`config.mk`:
```
export PLATFORM = sky130hd
export DESIGN_NAME = markdown_run_length_tokenizer
export DESIGN_NICKNAME = d
export VERILOG_FILES = /design/src/hw/rtl/mrlt_pkg.sv /design/src/hw/rtl/mrlt_front.sv /design/src/hw/rtl/mrlt_queue.sv /design/src/hw/rtl/mrlt_back.sv /design/src/hw/rtl/markdown_run_length_tokenizer.sv
export SDC_FILE = /design/constraint.sdc
export NUM_CORES = 1
export LEC_CHECK = 0
export CAP_MARGIN = 10
export CORE_MARGIN = 2
export CORE_UTILIZATION = 35
export DETAILED_ROUTE_END_ITERATION = 6
export DONT_BUFFER_PORTS = 1
export PLACE_DENSITY = 0.47
export SLEW_MARGIN = 10
export SYNTH_ARGS = -nofsm -noshare
export SYNTH_HDL_FRONTEND = slang
export SYNTH_SLANG_ARGS = --single-unit
```
`constraint.sdc`:
```
create_clock -name clk_i -period 5 [get_ports clk_i]
set_input_delay 0 -clock clk_i [delete_from_list [all_inputs] [get_ports clk_i]]
set_output_delay 0 -clock clk_i [all_outputs]
set_load 0.05 [all_outputs]
```
`src/hw/rtl/mrlt_pkg.sv`:
```
// Package for the markdown run-length tokenizer.
// Holds the request and result types, token kinds, sizes and byte classification.
// No dependencies.
package mrlt_pkg;

  localparam int unsigned TokenCapacity = 1024;
  localparam int unsigned UsedBits      = $clog2(TokenCapacity + 1);
  localparam int unsigned SlotBits      = 10;
  localparam int unsigned CountBits     = 16;
  localparam int unsigned PosBits       = 16;
  localparam int unsigned QueueDepth    = 4;
  localparam int unsigned QueuePtrBits  = $clog2(QueueDepth);

  typedef enum logic [3:0] {
    KindHash      = 4'd0,
    KindUnderline = 4'd1,
    KindStar      = 4'd2,
    KindTick      = 4'd3,
    KindDash      = 4'd4,
    KindNewline   = 4'd5,
    KindLBracket  = 4'd6,
    KindRBracket  = 4'd7,
    KindLParen    = 4'd8,
    KindRParen    = 4'd9,
    KindQuote     = 4'd10,
    KindText      = 4'd11,
    KindBang      = 4'd12
  } kind_e;

  typedef struct packed {
    logic [7:0] data_byte;
    logic       end_of_document;
  } req_t;

  typedef struct packed {
    kind_e                token_kind;
    logic [SlotBits-1:0]  token_slot;
    logic [CountBits-1:0] run_length;
    logic [PosBits-1:0]   line_number;
    logic [PosBits-1:0]   start_column;
    logic                 capacity_overflow;
    logic                 last_of_item;
  } res_t;

  typedef struct packed {
    logic two;
    res_t first;
    res_t second;
  } pair_t;

  function automatic kind_e classify(input logic [7:0] b);
    kind_e k;
    case (b)
      8'h23:   k = KindHash;
      8'h5f:   k = KindUnderline;
      8'h2a:   k = KindStar;
      8'h60:   k = KindTick;
      8'h2d:   k = KindDash;
      8'h0a:   k = KindNewline;
      8'h5b:   k = KindLBracket;
      8'h5d:   k = KindRBracket;
      8'h28:   k = KindLParen;
      8'h29:   k = KindRParen;
      8'h3e:   k = KindQuote;
      8'h21:   k = KindBang;
      default: k = KindText;
    endcase
    return k;
  endfunction

  function automatic logic merges(input kind_e k);
    return (k inside {KindHash, KindUnderline, KindStar, KindTick, KindDash, KindText});
  endfunction

endpackage

```
`src/hw/rtl/mrlt_front.sv`:
```
// Front end of the tokenizer: classifies each byte, merges runs and tracks position.
// Produces up to two results per request as one queue entry. Depends on mrlt_pkg.
module mrlt_front (
  input  logic           clk_i,
  input  logic           rst_ni,
  input  logic           push,
  input  mrlt_pkg::req_t item_i,
  input  logic           q_full_i,
  output logic           full,
  output logic           q_push_o,
  output mrlt_pkg::pair_t q_data_o
);
  import mrlt_pkg::*;

  logic                 run_open_q, run_open_d;
  kind_e                run_kind_q, run_kind_d;
  logic [CountBits-1:0] run_count_q, run_count_d;
  logic [PosBits-1:0]   run_line_q, run_line_d;
  logic [PosBits-1:0]   run_col_q, run_col_d;
  logic [SlotBits-1:0]  run_slot_q, run_slot_d;
  logic [PosBits-1:0]   line_q, line_d;
  logic [PosBits-1:0]   col_q, col_d;
  logic [UsedBits-1:0]  used_q, used_d;
  logic                 ovf_q, ovf_d;

  kind_e                kind;
  logic                 accept;
  logic                 have_old, have_new;
  res_t                 old_tok, new_tok;
  logic [PosBits-1:0]   col_inc;

  assign full   = q_full_i;
  assign accept = push && !q_full_i;
  assign kind   = classify(item_i.data_byte);
  assign col_inc = (col_q == '1) ? col_q : col_q + 1'b1;

  always_comb begin
    run_open_d  = run_open_q;
    run_kind_d  = run_kind_q;
    run_count_d = run_count_q;
    run_line_d  = run_line_q;
    run_col_d   = run_col_q;
    run_slot_d  = run_slot_q;
    line_d      = line_q;
    col_d       = col_q;
    used_d      = used_q;
    ovf_d       = ovf_q;
    have_old    = 1'b0;
    have_new    = 1'b0;

    old_tok = '{token_kind: run_kind_q, token_slot: run_slot_q, run_length: run_count_q,
                line_number: run_line_q, start_column: run_col_q,
                capacity_overflow: 1'b0, last_of_item: 1'b0};
    new_tok = '{token_kind: kind, token_slot: used_q[SlotBits-1:0],
                run_length: CountBits'(1), line_number: line_q, start_column: col_q,
                capacity_overflow: 1'b0, last_of_item: 1'b0};

    if (item_i.end_of_document) begin
      have_old   = run_open_q;
      run_open_d = 1'b0;
      line_d     = '0;
      col_d      = '0;
      used_d     = '0;
      ovf_d      = 1'b0;
    end else if (!ovf_q) begin
      if (run_open_q && kind == run_kind_q && merges(kind)) begin
        run_count_d = (run_count_q == '1) ? run_count_q : run_count_q + 1'b1;
        col_d       = col_inc;
      end else begin
        have_old   = run_open_q;
        run_open_d = 1'b0;
        if (used_q >= UsedBits'(TokenCapacity)) begin
          have_new = 1'b1;
          new_tok  = '{token_kind: KindHash, token_slot: '0, run_length: '0,
                       line_number: '0, start_column: '0,
                       capacity_overflow: 1'b1, last_of_item: 1'b0};
          ovf_d    = 1'b1;
        end else begin
          used_d = used_q + 1'b1;
          if (merges(kind)) begin
            run_open_d  = 1'b1;
            run_kind_d  = kind;
            run_count_d = CountBits'(1);
            run_line_d  = line_q;
            run_col_d   = col_q;
            run_slot_d  = used_q[SlotBits-1:0];
            col_d       = col_inc;
          end else begin
            have_new = 1'b1;
            if (kind == KindNewline) begin
              line_d = (line_q == '1) ? line_q : line_q + 1'b1;
              col_d  = '0;
            end else begin
              col_d = col_inc;
            end
          end
        end
      end
    end

    q_data_o.two = have_old && have_new;
    if (have_old) begin
      q_data_o.first  = old_tok;
      q_data_o.second = new_tok;
    end else begin
      q_data_o.first  = new_tok;
      q_data_o.second = new_tok;
    end
    if (q_data_o.two) begin
      q_data_o.second.last_of_item = 1'b1;
    end else begin
      q_data_o.first.last_of_item = 1'b1;
    end
    q_push_o = accept && (have_old || have_new);
  end

  always_ff @(posedge clk_i or negedge rst_ni) begin
    if (!rst_ni) begin
      run_open_q  <= 1'b0;
      run_kind_q  <= KindHash;
      run_count_q <= '0;
      run_line_q  <= '0;
      run_col_q   <= '0;
      run_slot_q  <= '0;
      line_q      <= '0;
      col_q       <= '0;
      used_q      <= '0;
      ovf_q       <= 1'b0;
    end else if (accept) begin
      run_open_q  <= run_open_d;
      run_kind_q  <= run_kind_d;
      run_count_q <= run_count_d;
      run_line_q  <= run_line_d;
      run_col_q   <= run_col_d;
      run_slot_q  <= run_slot_d;
      line_q      <= line_d;
      col_q       <= col_d;
      used_q      <= used_d;
      ovf_q       <= ovf_d;
    end
  end

endmodule

```
`src/hw/rtl/mrlt_queue.sv`:
```
// Short queue of result pairs between the front end and the back end.
// Depends on mrlt_pkg.
module mrlt_queue (
  input  logic            clk_i,
  input  logic            rst_ni,
  input  logic            push_i,
  input  mrlt_pkg::pair_t data_i,
  input  logic            deq_i,
  output logic            full_o,
  output logic            empty_o,
  output mrlt_pkg::pair_t head_o
);
  import mrlt_pkg::*;

  pair_t                   mem_q [QueueDepth];
  logic [QueuePtrBits-1:0] wr_q, wr_d, rd_q, rd_d;
  logic [QueuePtrBits:0]   cnt_q, cnt_d;
  logic                    do_push, do_pop;

  assign full_o  = (cnt_q == (QueuePtrBits + 1)'(QueueDepth));
  assign empty_o = (cnt_q == '0);
  assign head_o  = mem_q[rd_q];
  assign do_push = push_i && !full_o;
  assign do_pop  = deq_i && !empty_o;

  always_comb begin
    wr_d  = do_push ? wr_q + 1'b1 : wr_q;
    rd_d  = do_pop ? rd_q + 1'b1 : rd_q;
    cnt_d = cnt_q + (QueuePtrBits + 1)'(do_push) - (QueuePtrBits + 1)'(do_pop);
  end

  always_ff @(posedge clk_i or negedge rst_ni) begin
    if (!rst_ni) begin
      wr_q  <= '0;
      rd_q  <= '0;
      cnt_q <= '0;
    end else begin
      wr_q  <= wr_d;
      rd_q  <= rd_d;
      cnt_q <= cnt_d;
    end
  end

  always_ff @(posedge clk_i) begin
    if (do_push) begin
      mem_q[wr_q] <= data_i;
    end
  end

endmodule

```
`src/hw/rtl/mrlt_back.sv`:
```
// Back end of the tokenizer: presents the queued results one at a time.
// Depends on mrlt_pkg.
module mrlt_back (
  input  logic            clk_i,
  input  logic            rst_ni,
  input  logic            q_empty_i,
  input  mrlt_pkg::pair_t q_head_i,
  input  logic            pop,
  output logic            q_deq_o,
  output logic            empty,
  output mrlt_pkg::res_t  result_o
);
  import mrlt_pkg::*;

  logic sel_q, sel_d;
  logic take;

  assign empty    = q_empty_i;
  assign result_o = sel_q ? q_head_i.second : q_head_i.first;
  assign take     = pop && !q_empty_i;

  always_comb begin
    sel_d   = sel_q;
    q_deq_o = 1'b0;
    if (take) begin
      if (q_head_i.two && !sel_q) begin
        sel_d = 1'b1;
      end else begin
        sel_d   = 1'b0;
        q_deq_o = 1'b1;
      end
    end
  end

  always_ff @(posedge clk_i or negedge rst_ni) begin
    if (!rst_ni) begin
      sel_q <= 1'b0;
    end else begin
      sel_q <= sel_d;
    end
  end

endmodule

```
`src/hw/rtl/markdown_run_length_tokenizer.sv`:
```
// Markdown run-length tokenizer, top level. Depends on mrlt_pkg, mrlt_front,
// mrlt_queue and mrlt_back.
// A result is registered in the queue before it is visible at the result port.
// Throughput: one request per cycle while full is low; a request that closes a run
// and emits a one-byte token or the overflow result gives two results on the result
// port, and a four-entry queue absorbs that.
// Reset clears the run state, position counters, slot count and the queue.
module markdown_run_length_tokenizer (
  input  logic           clk_i,
  input  logic           rst_ni,
  input  logic           push,
  input  mrlt_pkg::req_t item_i,
  output logic           full,
  output logic           empty,
  input  logic           pop,
  output mrlt_pkg::res_t result_o
);
  import mrlt_pkg::*;

  logic  q_push, q_full, q_empty, q_deq;
  pair_t q_data, q_head;

  mrlt_front u_front (
    .clk_i    (clk_i),
    .rst_ni   (rst_ni),
    .push     (push),
    .item_i   (item_i),
    .q_full_i (q_full),
    .full     (full),
    .q_push_o (q_push),
    .q_data_o (q_data)
  );

  mrlt_queue u_queue (
    .clk_i   (clk_i),
    .rst_ni  (rst_ni),
    .push_i  (q_push),
    .data_i  (q_data),
    .deq_i   (q_deq),
    .full_o  (q_full),
    .empty_o (q_empty),
    .head_o  (q_head)
  );

  mrlt_back u_back (
    .clk_i     (clk_i),
    .rst_ni    (rst_ni),
    .q_empty_i (q_empty),
    .q_head_i  (q_head),
    .pop       (pop),
    .q_deq_o   (q_deq),
    .empty     (empty),
    .result_o  (result_o)
  );

endmodule
```
# After elaboration in Yosys (flattened, before gate mapping)
# Memories as Yosys holds them, arrays and structs flattened.
# Cells that the tools add are included.
# op_classes
muxes	53
n_reduce_logical	24
addsub	8
eq_ne	31
order_cmp	1
bitwise_logic	4
# op_table
cell	n
64-bit 2-to-1 mux	5
16-bit 2-to-1 mux	18
128-bit 2-to-1 mux	1
8-bit by 6-bit == test with 1-bit output, second input constant	7
16-bit by 1-bit adder with 16-bit output, second input constant	3
16-bit == test, second input constant	3
4-bit one-hot mux with 12 select lines	1
11-bit 2-to-1 mux	4
8-bit by 7-bit == test with 1-bit output, second input constant	4
1-bit 2-to-1 mux	24
2-bit != test, second input constant	6
6-bit AND reduction	2
11-bit by 1-bit adder with 11-bit output, second input constant	1
11-bit >= comparator, second input constant	1
1-bit logical AND	9
4-bit by 2-bit == test with 1-bit output, second input constant	2
4-bit by 3-bit == test with 1-bit output, second input constant	2
8-bit by 4-bit == test with 1-bit output, second input constant	1
7-bit AND reduction	1
3-bit AND reduction	2
6-bit nonzero test	1
2-bit by 1-bit adder with 2-bit output, second input constant	2
4-bit by 1-bit == test with 1-bit output, second input constant	1
4-bit == test	1
other kinds (13)	19
# word_totals
input_bits	13
n_memories	1
register_bits	115
out_inout_bits	66
word_cells	136
mem_bits_rw	516
# memory_table
memory	depth	width	rd	rd_ports_with_merged_regs	wr	line_no	source
u_queue.mem_q	4	129	1	0	1	mrlt_queue.sv:15	pair_t mem_q [QueueDepth];

# Depth between registers and ports, before layout
# Gate-level depths: netlist of the first run.
# logic_depth
ltp_word	14
depth_mapped	14
depth_no_buf	13

# Hierarchy
# A second synthesis of the first run with hierarchy kept.
# hier_totals
hier_cells	1566
area_unflattened_um2	26803.2
# by_module_without_submodules
mod	seq_area_each_um2	n_inst	cells_each	area_each_um2
mrlt_queue	15670.0	1	715	19077.0
mrlt_front	2677.6	1	774	6730.2
mrlt_back	25.0	1	77	996.0

# Worst setup path after synthesis of the first run
# No wires, ideal clock.
# synth_timing
path_type	input-to-reg
from	input item_i[6] (netlist name)
to	memory u_queue.mem_q[0][0] (netlist name), enable pin
path_stages	9
required_time_ps	4515
arrival_time_ps	5011
setup_time_ps	485
path_buffers	0
setup_slack_ps	-497
path_cell_list	or4b_1 or4_4 o211ai_1 o21a_1 xnor2_1 nor4_4 o21ai_2 o211a_1 and2_1
# synth_between
elab_chain_cells	14
elab_cells_between_ends	36
classes_between	18 x eq/ne; 11 x mux; 7 x reduce/logical
# synth_rtl
element	line_no	source
from (decl)	markdown_run_length_tokenizer.sv:12	input mrlt_pkg::req_t item_i,
8-bit by 6-bit == test with 1-bit output (tied with other cells)	mrlt_pkg.sv:53	case (b)
4-bit one-hot mux with 12 select lines *	mrlt_pkg.sv:53	
4-bit by 1-bit == test with 1-bit output (tied with other cells)	mrlt_pkg.sv:72	return (k inside {KindHash, KindUnderline, KindStar, KindTick, KindDash, KindText});
6-bit nonzero test	mrlt_pkg.sv:72	
1-bit 2-to-1 mux	mrlt_front.sv:80	if (merges(kind)) begin
1-bit 2-to-1 mux	mrlt_front.sv:72	if (used_q >= UsedBits'(TokenCapacity)) begin
1-bit 2-to-1 mux	mrlt_front.sv:66	if (run_open_q && kind == run_kind_q && merges(kind)) begin
1-bit 2-to-1 mux	mrlt_front.sv:65	end else if (!ovf_q) begin
1-bit 2-to-1 mux	mrlt_front.sv:58	if (item_i.end_of_document) begin
1-bit logical OR *	mrlt_front.sv:114	q_push_o = accept && (have_old || have_new);
1-bit logical AND *	mrlt_front.sv:114	
1-bit logical AND *	mrlt_queue.sv:23	assign do_push = push_i && !full_o;
named net u_queue.do_push	mrlt_queue.sv:18	logic do_push, do_pop;
1-bit 2-to-1 mux *	mrlt_queue.sv:45	if (do_push) begin
1-bit 2-to-1 mux (not written as such) *	mrlt_queue.sv:46	mem_q[wr_q] <= data_i;
to (decl)	mrlt_queue.sv:15	
# The timed path passes the listed nets; every way through them passes the cells marked *.

# Worst setup path in the final report of the first run
# layout_timing
from	input item_i[6] (netlist name)
to	memory u_queue.mem_q[2][94] (netlist name), enable pin
# The elaborated chain is that of the path after synthesis.

==> results of run 1 <==
## state kept, by name, indices dropped and copies added (netlist names)
| signal | count |
|---|---|
| u_front.run_line_q | 16 |
| u_front.run_kind_q | 4 |
| u_front.col_q | 16 |
| u_front.run_open_q | 1 |
| u_queue.wr_q | 2 |
| u_front.run_col_q | 16 |
| u_front.run_count_q | 16 |
| u_back.sel_q | 1 |
| u_front.line_q | 16 |
| u_front.run_slot_q | 10 |
| u_queue.cnt_q | 3 |
| u_front.used_q | 11 |
| u_queue.mem_q | 452 |
| u_queue.rd_q | 2 |
| u_front.ovf_q | 1 |
## power by group
| part | leakage, nW | total, mW | switching (mW) | internal (mW) |
|---|---|---|---|---|
| Combinational | 3.29 | 5.07 | 3.57 | 1.50 |
| Sequential | 5.64 | 6.06 | 0.291 | 5.77 |
| Clock | 0.994 | 4.56 | 1.87 | 2.68 |
| Total | 9.92 | 15.7 | 5.74 | 9.95 |
## per-layer routing
| layer | global-route usage (%) | vias up | wire length (um) |
|---|---|---|---|
| met3 | 3.14 | 80 | 2380 |
| met1 | 21.9 | 6715 | 25000 |
| met2 | 28.7 | 227 | 29100 |
| met4 | 3.88 | 2 | 1100 |
| li1 | - | 5860 | - |
| met5 | 0 | - | 13 |
## worst register-to-register path: stages (launching register included)
cell,delay (ns)
dfrtp_1,0.41
nor3b_2,0.16
buf_4,0.21
nand2b_1,0.46
or4_1,0.61
a31o_2,0.26
or4_1,0.69
a21oi_1,0.36
nand3_1,0.14
mux2i_1,0.13
## area by class of cell
class	count	area (sq um)
antenna	1	2.50
clock buffer	75	1640
clock inverter	41	398
fill	6158	40000
inverter	23	86.3
multi-input combinational	876	7000
sequential	567	16500
tap	873	1090
timing repair buffer	55	591
## path summary, 6_finish.rpt
kind | to | from | slack (ns) | cells past startpoint
max | u_queue.mem_q[2][94] | item_i[6] | 0.31 | 13
min | u_front.run_count_q[7] | rst_ni | 0.02 | 2
max reg2reg | u_front.run_count_q[13] | u_queue.cnt_q[2] | 1.45 | 9
min reg2reg | u_front.run_col_q[11] | u_front.run_col_q[11] | 0.47 | 2
max in group asynchronous | u_front.run_slot_q[1] | rst_ni | 4.40 | 2
min in group clk_i | u_queue.mem_q[0][61] | item_i[1] | 0.09 | 3
## per-stage QoR
step | area (sq um) | instances | utilization [%] | power, mW | hold slack, ns
5_1_grt | 27300 | 2511 | 40.5 | 16.4 | 0.0396
6_report | 27300 | 2511 | 40.5 | 15.7 | 0.0224
2_1_floorplan | 23900 | 1551 | - | 10.1 | -0.296
3_5_place_dp | 25000 | 2375 | 37.2 | 11.4 | -0.281
3_3_place_gp | 25000 | 2375 | 37.2 | 11.3 | -0.282
4_1_cts | 27300 | 2510 | 40.5 | 16.0 | 0.0268
## cell usage in the layout, fill, tap and decap left out, types with 7 or more instances in the layout
cell type and instances:
nor2_1 65, clkinv_1 15, ha_1 11, nor3_1 13, buf_12 9, mux2_4 29, and2_1 53, or3_1 10
xor2_1 10, buf_4 27, nand2_1 305, clkbuf_1 9, edfxtp_1 452, mux2_1 18, nand2b_1 7, a21oi_1 26
dlygate4sd3_1 18, bufinv_16 7, inv_1 21, nand4_1 12, clkbuf_16 62, clkinv_2 13, o21ai_0 26, dfrtp_1 112
and3_1 29, nand3_1 36, mux4_2 113, xnor2_1 29
## cell families after synthesis
family,count (synthesis)
DFF,567
and+or+nand+nor,562
muxes,165
buffers and inverters,108
AOI/OAI and AO/OA,98
xor gates and xnor gates,39
adders and majority gates,12
## timing repair
item,in CTS,in global routing
hold buffers,19,0
endpoints found under the hold margin,167,0
setup endpoints to repair,0,0
==> results.py, run 1 <==
metrics = {
    "logic_synthesis": {
        "synth_compound_area_share_pct": 2.71,
        "synth_area_leader_cell": "edfxtp_1",
        "netlist_top_cells_area": "edfxtp_1, dfrtp_1, mux4_2",
        "synth_ff_type": "edfxtp_1",
        "synth_mux_area_share_pct": 13.6,
        "yosysMostFrequentCell": "edfxtp_1",
        "synth_xor_xnor_area_share_pct": 1.43,
        "synth-seq-cells": 567,
        "synth_top_family_by_area": "multiplexers",
        "synth_adder_area_share_pct": 0.661,
        "syn_nets": 1576,
        "synth_area_per_cell_sq_um": 15.4,
        "yosys-top-cells-count": "edfxtp_1, nand2_1, dfrtp_1",
        "yosysSeqAreaShare_pct": 69.0,
        "synthDistinctLibCells": 69,
        "yosysTopAreaCellShare_pct": 56.9,
        "ys_async_sr_fraction_pct": 20.3,
        "ys_warn_count": 0,
        "synthSimpleGateAreaFrac_pct": 10.8,
        "synth-edff-count": 452,
        "syn_inst": 1551,
        "synth_area_sq_um": 23900,
    },
    "worst_setup_path": {
        "cp_num_buf_inv": 4,
        "critPathMostFrequentCell": "dlygate4sd3_1",
        "path_cells": "dlygate4sd3_1, or4b_1, dlygate4sd3_1, or4_4, o211ai_1, o21a_1, xnor2_1, nor4_4, o21ai_2, buf_4, o211a_1, and2_4, buf_12",
        "cpLargestDelayFamily": "buffers and inverters",
        "slowest_delay_ns": 0.62,
        "cp_data_required_time_ns": 5.27,
        "cp_max_fo": 56,
        "cp.arrival_ns": 4.96,
        "end_kind": "flop",
        "critPathKind": "input pin to flop",
        "cp_slowest_cell": "dlygate4sd3_1",
        "start_kind": "input pin",
    },
    "global_routing": {
        "track_usage_pct": 16.7,
        "grt_pass1_wl_um": 88300,
        "antenna_found_initial": 3,
        "grt_max_degree": 116,
        "grt_pass1_vias": 13756,
        "overflow": 0,
    },
    "pwr": {
        "power_leakage_nw": 9.92,
        "ir_drop_v": 0.000317,
        "power_density_nw_per_um2": 575,
    },
    "timing": {
        "worst_slack_ns": 0.313,
        "max_freq_mhz": 213,
        "hold_viol_final": 0,
        "period_needed_ns": 4.69,
        "period_share_pct": 93.7,
        "tightest_slew_ns": 1.04,
        "fin_tns_setup_ns": 0,
        "finClkSkew_ns": 0.0292,
        "final_max_slew_viol_count": 0,
        "maxSlewHeadroom_pct": 29.8,
        "setup_viol": 0,
        "rsz0062_at_grt": "no",
    },
    "placement": {
        "port_buffers": 0,
        "place_ws_ns": 0.890,
        "dp_hpwl_um": 32600,
        "gp_congestion": 0.762,
    },
    "detailed_routing": {
        "wirelength_um": 57600,
        "post_drt_wl_per_cell_um": 22.9,
        "first_iter_violations": 791,
        "firstDrtPassIters": 5,
        "avgViaCountPerCell": 5.13,
        "drc": 0,
        "vias": 12884,
        "final_antenna_net_count": 0,
    },
    "cts": {
        "h-tree-depth": 2,
        "cts.sinks": 567,
        "root_buffer": "clkbuf_16",
        "cts_buffer_depth": 3,
        "post_cts_resized": 0,
        "cts_buffers": 61,
        "path_clk_slew_ns": 0.06,
        "cts_tree": "done",
        "cts_setup_buffers": 0,
        "clock_latency_ns": 0.64,
    },
    "floorplanning": {
        "die_x_um": 265,
        "die_y_um": 265,
        "rows": 95,
        "ios": 79,
        "start_util_pct": 35.5,
        "die-area_sq_um": 70300,
        "core_sq_um": 67300,
    },
    "run_status": {
        "outcome": "completed",
    },
    "final_layout": {
        "area_delta_synth_final_pct": 14.3,
        "final_nets": 1609,
        "drive_gt1_share_pct": 18.0,
    },
    "worst_hold_path": {
        "hp-class": "input pin to async pin",
    },
    "flow_run": {
        "drv_cap": 0,
    },
}
Note: power is estimated with default switching activity, not from simulation.
==> run 2, diff against run 1 <==
PLACE_DENSITY = unset   (was 0.47)
PLACE_DENSITY_LB_ADDON = 0.2   (was unset)
==> run 2 against run 1 <==
  * Non-clock buffer count decreased by 2
  * Hold slack improved by 0.011 ns
  * Setup slack improved by 0.55 ns
  * Critical path type unchanged
==> results.py, run 2 (synthesis results as in run 1) <==
metrics = {
    "run_status": {
        "outcome": "completed",
    },
    "final_layout": {
        "largest_reg_flops": 452,
        "final_cell_mix": "edfxtp_1, nand2_1, mux4_2, dfrtp_1, nor2_1",
        "final_nets": 1606,
        "final_common_cell": "edfxtp_1",
        "drive_gt1_share_pct": 17.5,
        "area_delta_synth_final_pct": 14.2,
        "fin_area_sq_um": 27200,
        "regMostFlops": "u_queue.mem_q",
        "fin_cells": 2507,
        "postLayoutCoreUtil_pct": 40.5,
    },
    "detailed_routing": {
        "drc": 0,
        "firstDrtPassIters": 5,
        "post_drt_wl_per_cell_um": 22.6,
        "final_antenna_net_count": 0,
        "avgViaCountPerCell": 5.16,
        "wirelength_um": 56500,
        "first_iter_violations": 750,
        "vias": 12932,
    },
    "cts": {
        "cts_tree": "done",
        "ctsHoldBuffers": 19,
        "root_buffer": "clkbuf_16",
        "cts_buffers": 60,
        "cts_buffer_depth": 3,
        "clock_latency_ns": 0.62,
        "h-tree-depth": 2,
        "path_clk_slew_ns": 0.06,
        "post_cts_resized": 0,
        "cts_setup_buffers": 0,
        "cts.sinks": 567,
    },
    "worst_hold_path": {
        "min_from": "item_i[5]",
        "hp-class": "input pin to flop",
    },
    "worst_setup_path": {
        "r2r_end": "u_front.run_count_q[13]",
        "cp_max_fo": 28,
        "start_kind": "input pin",
        "reg2reg_setup_slack_ns": 1.68,
        "cp_data_required_time_ns": 5.29,
        "critPathMostFrequentCell": "buf_4",
        "path_cells": "dlygate4sd3_1, or4b_1, or4_4, o211ai_1, o21a_1, xnor2_1, nor4_4, o21ai_2, buf_4, o211a_1, and2_4, buf_4",
        "crit_start": "item_i[6]",
        "rr_worst_depth": 10,
        "end_kind": "flop",
        "slowest_delay_ns": 0.62,
        "critPathKind": "input pin to flop",
        "cp.arrival_ns": 4.42,
        "cp_slowest_cell": "dlygate4sd3_1",
        "crit_end": "u_queue.mem_q[1][11]",
        "reg2reg_from": "u_queue.cnt_q[2]",
    },
    "timing": {
        "final_max_slew_viol_count": 0,
        "finClkSkew_ns": 0.0256,
        "fin_tns_setup_ns": 0,
        "maxSlewHeadroom_pct": 31.2,
        "holdWs_ns": 0.0331,
        "worst_slack_ns": 0.865,
        "rsz0062_at_grt": "no",
        "setup_viol": 0,
        "hold_viol_final": 0,
        "period_share_pct": 82.7,
        "max_freq_mhz": 242,
        "tightest_slew_ns": 1.03,
        "period_needed_ns": 4.14,
    },
    "floorplanning": {
        "die_x_um": 265,
        "start_util_pct": 35.5,
        "core_sq_um": 67300,
        "die_y_um": 265,
        "rows": 95,
        "ios": 79,
        "die-area_sq_um": 70300,
    },
    "placement": {
        "dp_hpwl_um": 31300,
        "place_ws_ns": 0.851,
        "place_inst": 2372,
        "place_area_sq_um": 25000,
        "port_buffers": 0,
        "gp_congestion": 0.780,
    },
    "global_routing": {
        "grt_pass1_wl_um": 86100,
        "grt_pass1_vias": 13605,
        "overflow": 0,
        "track_usage_pct": 16.3,
        "antenna_found_initial": 2,
        "grt_max_degree": 116,
    },
    "pwr": {
        "power_leakage_nw": 9.91,
        "p_total_mw": 15.6,
        "ir_drop_v": 0.000283,
        "power_density_nw_per_um2": 574,
    },
    "flow_run": {
        "drv_cap": 0,
    },
}
[run 2: cell types whose count changed in the layout (fill, tap and decap cells not counted), sizes merged]
cell,change
buf,-3
clkbuf,+11
clkinv,-10
clkinvlp,-4
diode,+1
dlygate4sd3,+1
[run 2: worst min-delay path by stage]
stage,endpoint,slack (ns),depth (start not counted)
CTS,u_front.run_kind_q[0],0.006,5
floorplan,u_back.sel_q,-0.30,0
detailed placement,u_front.run_col_q[6],-0.29,0
finish,u_front.run_kind_q[0],0.03,4
global route,u_front.run_kind_q[0],0.05,5
global placement,u_front.run_col_q[4],-0.29,0
[run 2: layout make-up]
cell class	instances	area (sq um)
antenna	2	5.00
clock buffer	86	1670
clock inverter	27	319
fill	6093	40000
inverter	23	86.3
multi-input combinational	876	7000
sequential	567	16500
tap	873	1090
timing repair buffer	53	603
[run 2: per-layer routing]
layer | vias up | global-route usage, % | share of wire [%]
met2 | 235 | 27.1 | 49
met3 | 87 | 3.39 | 5.0
li1 | 5867 | - | -
met4 | 0 | 4.61 | 2.3
met5 | - | 0 | 0
met1 | 6743 | 21.6 | 44
[run 2: power by group]
group / switching [mW] / internal, mW / total (mW)
logic: 3.59 / 1.51 / 5.10
clock network: 1.81 / 2.68 / 4.48
registers: 0.294 / 5.77 / 6.06
total: 5.69 / 9.95 / 15.6
[run 2: critical path: cells and delay by family]
| family | cells | cell delay [ns] |
|---|---|---|
| AO/OA/AOI/OAI | 4 | 1.07 |
| AND/OR/NAND/NOR | 4 | 1.71 |
| XOR/XNOR | 1 | 0.35 |
| buffers and inverters | 3 | 1.25 |
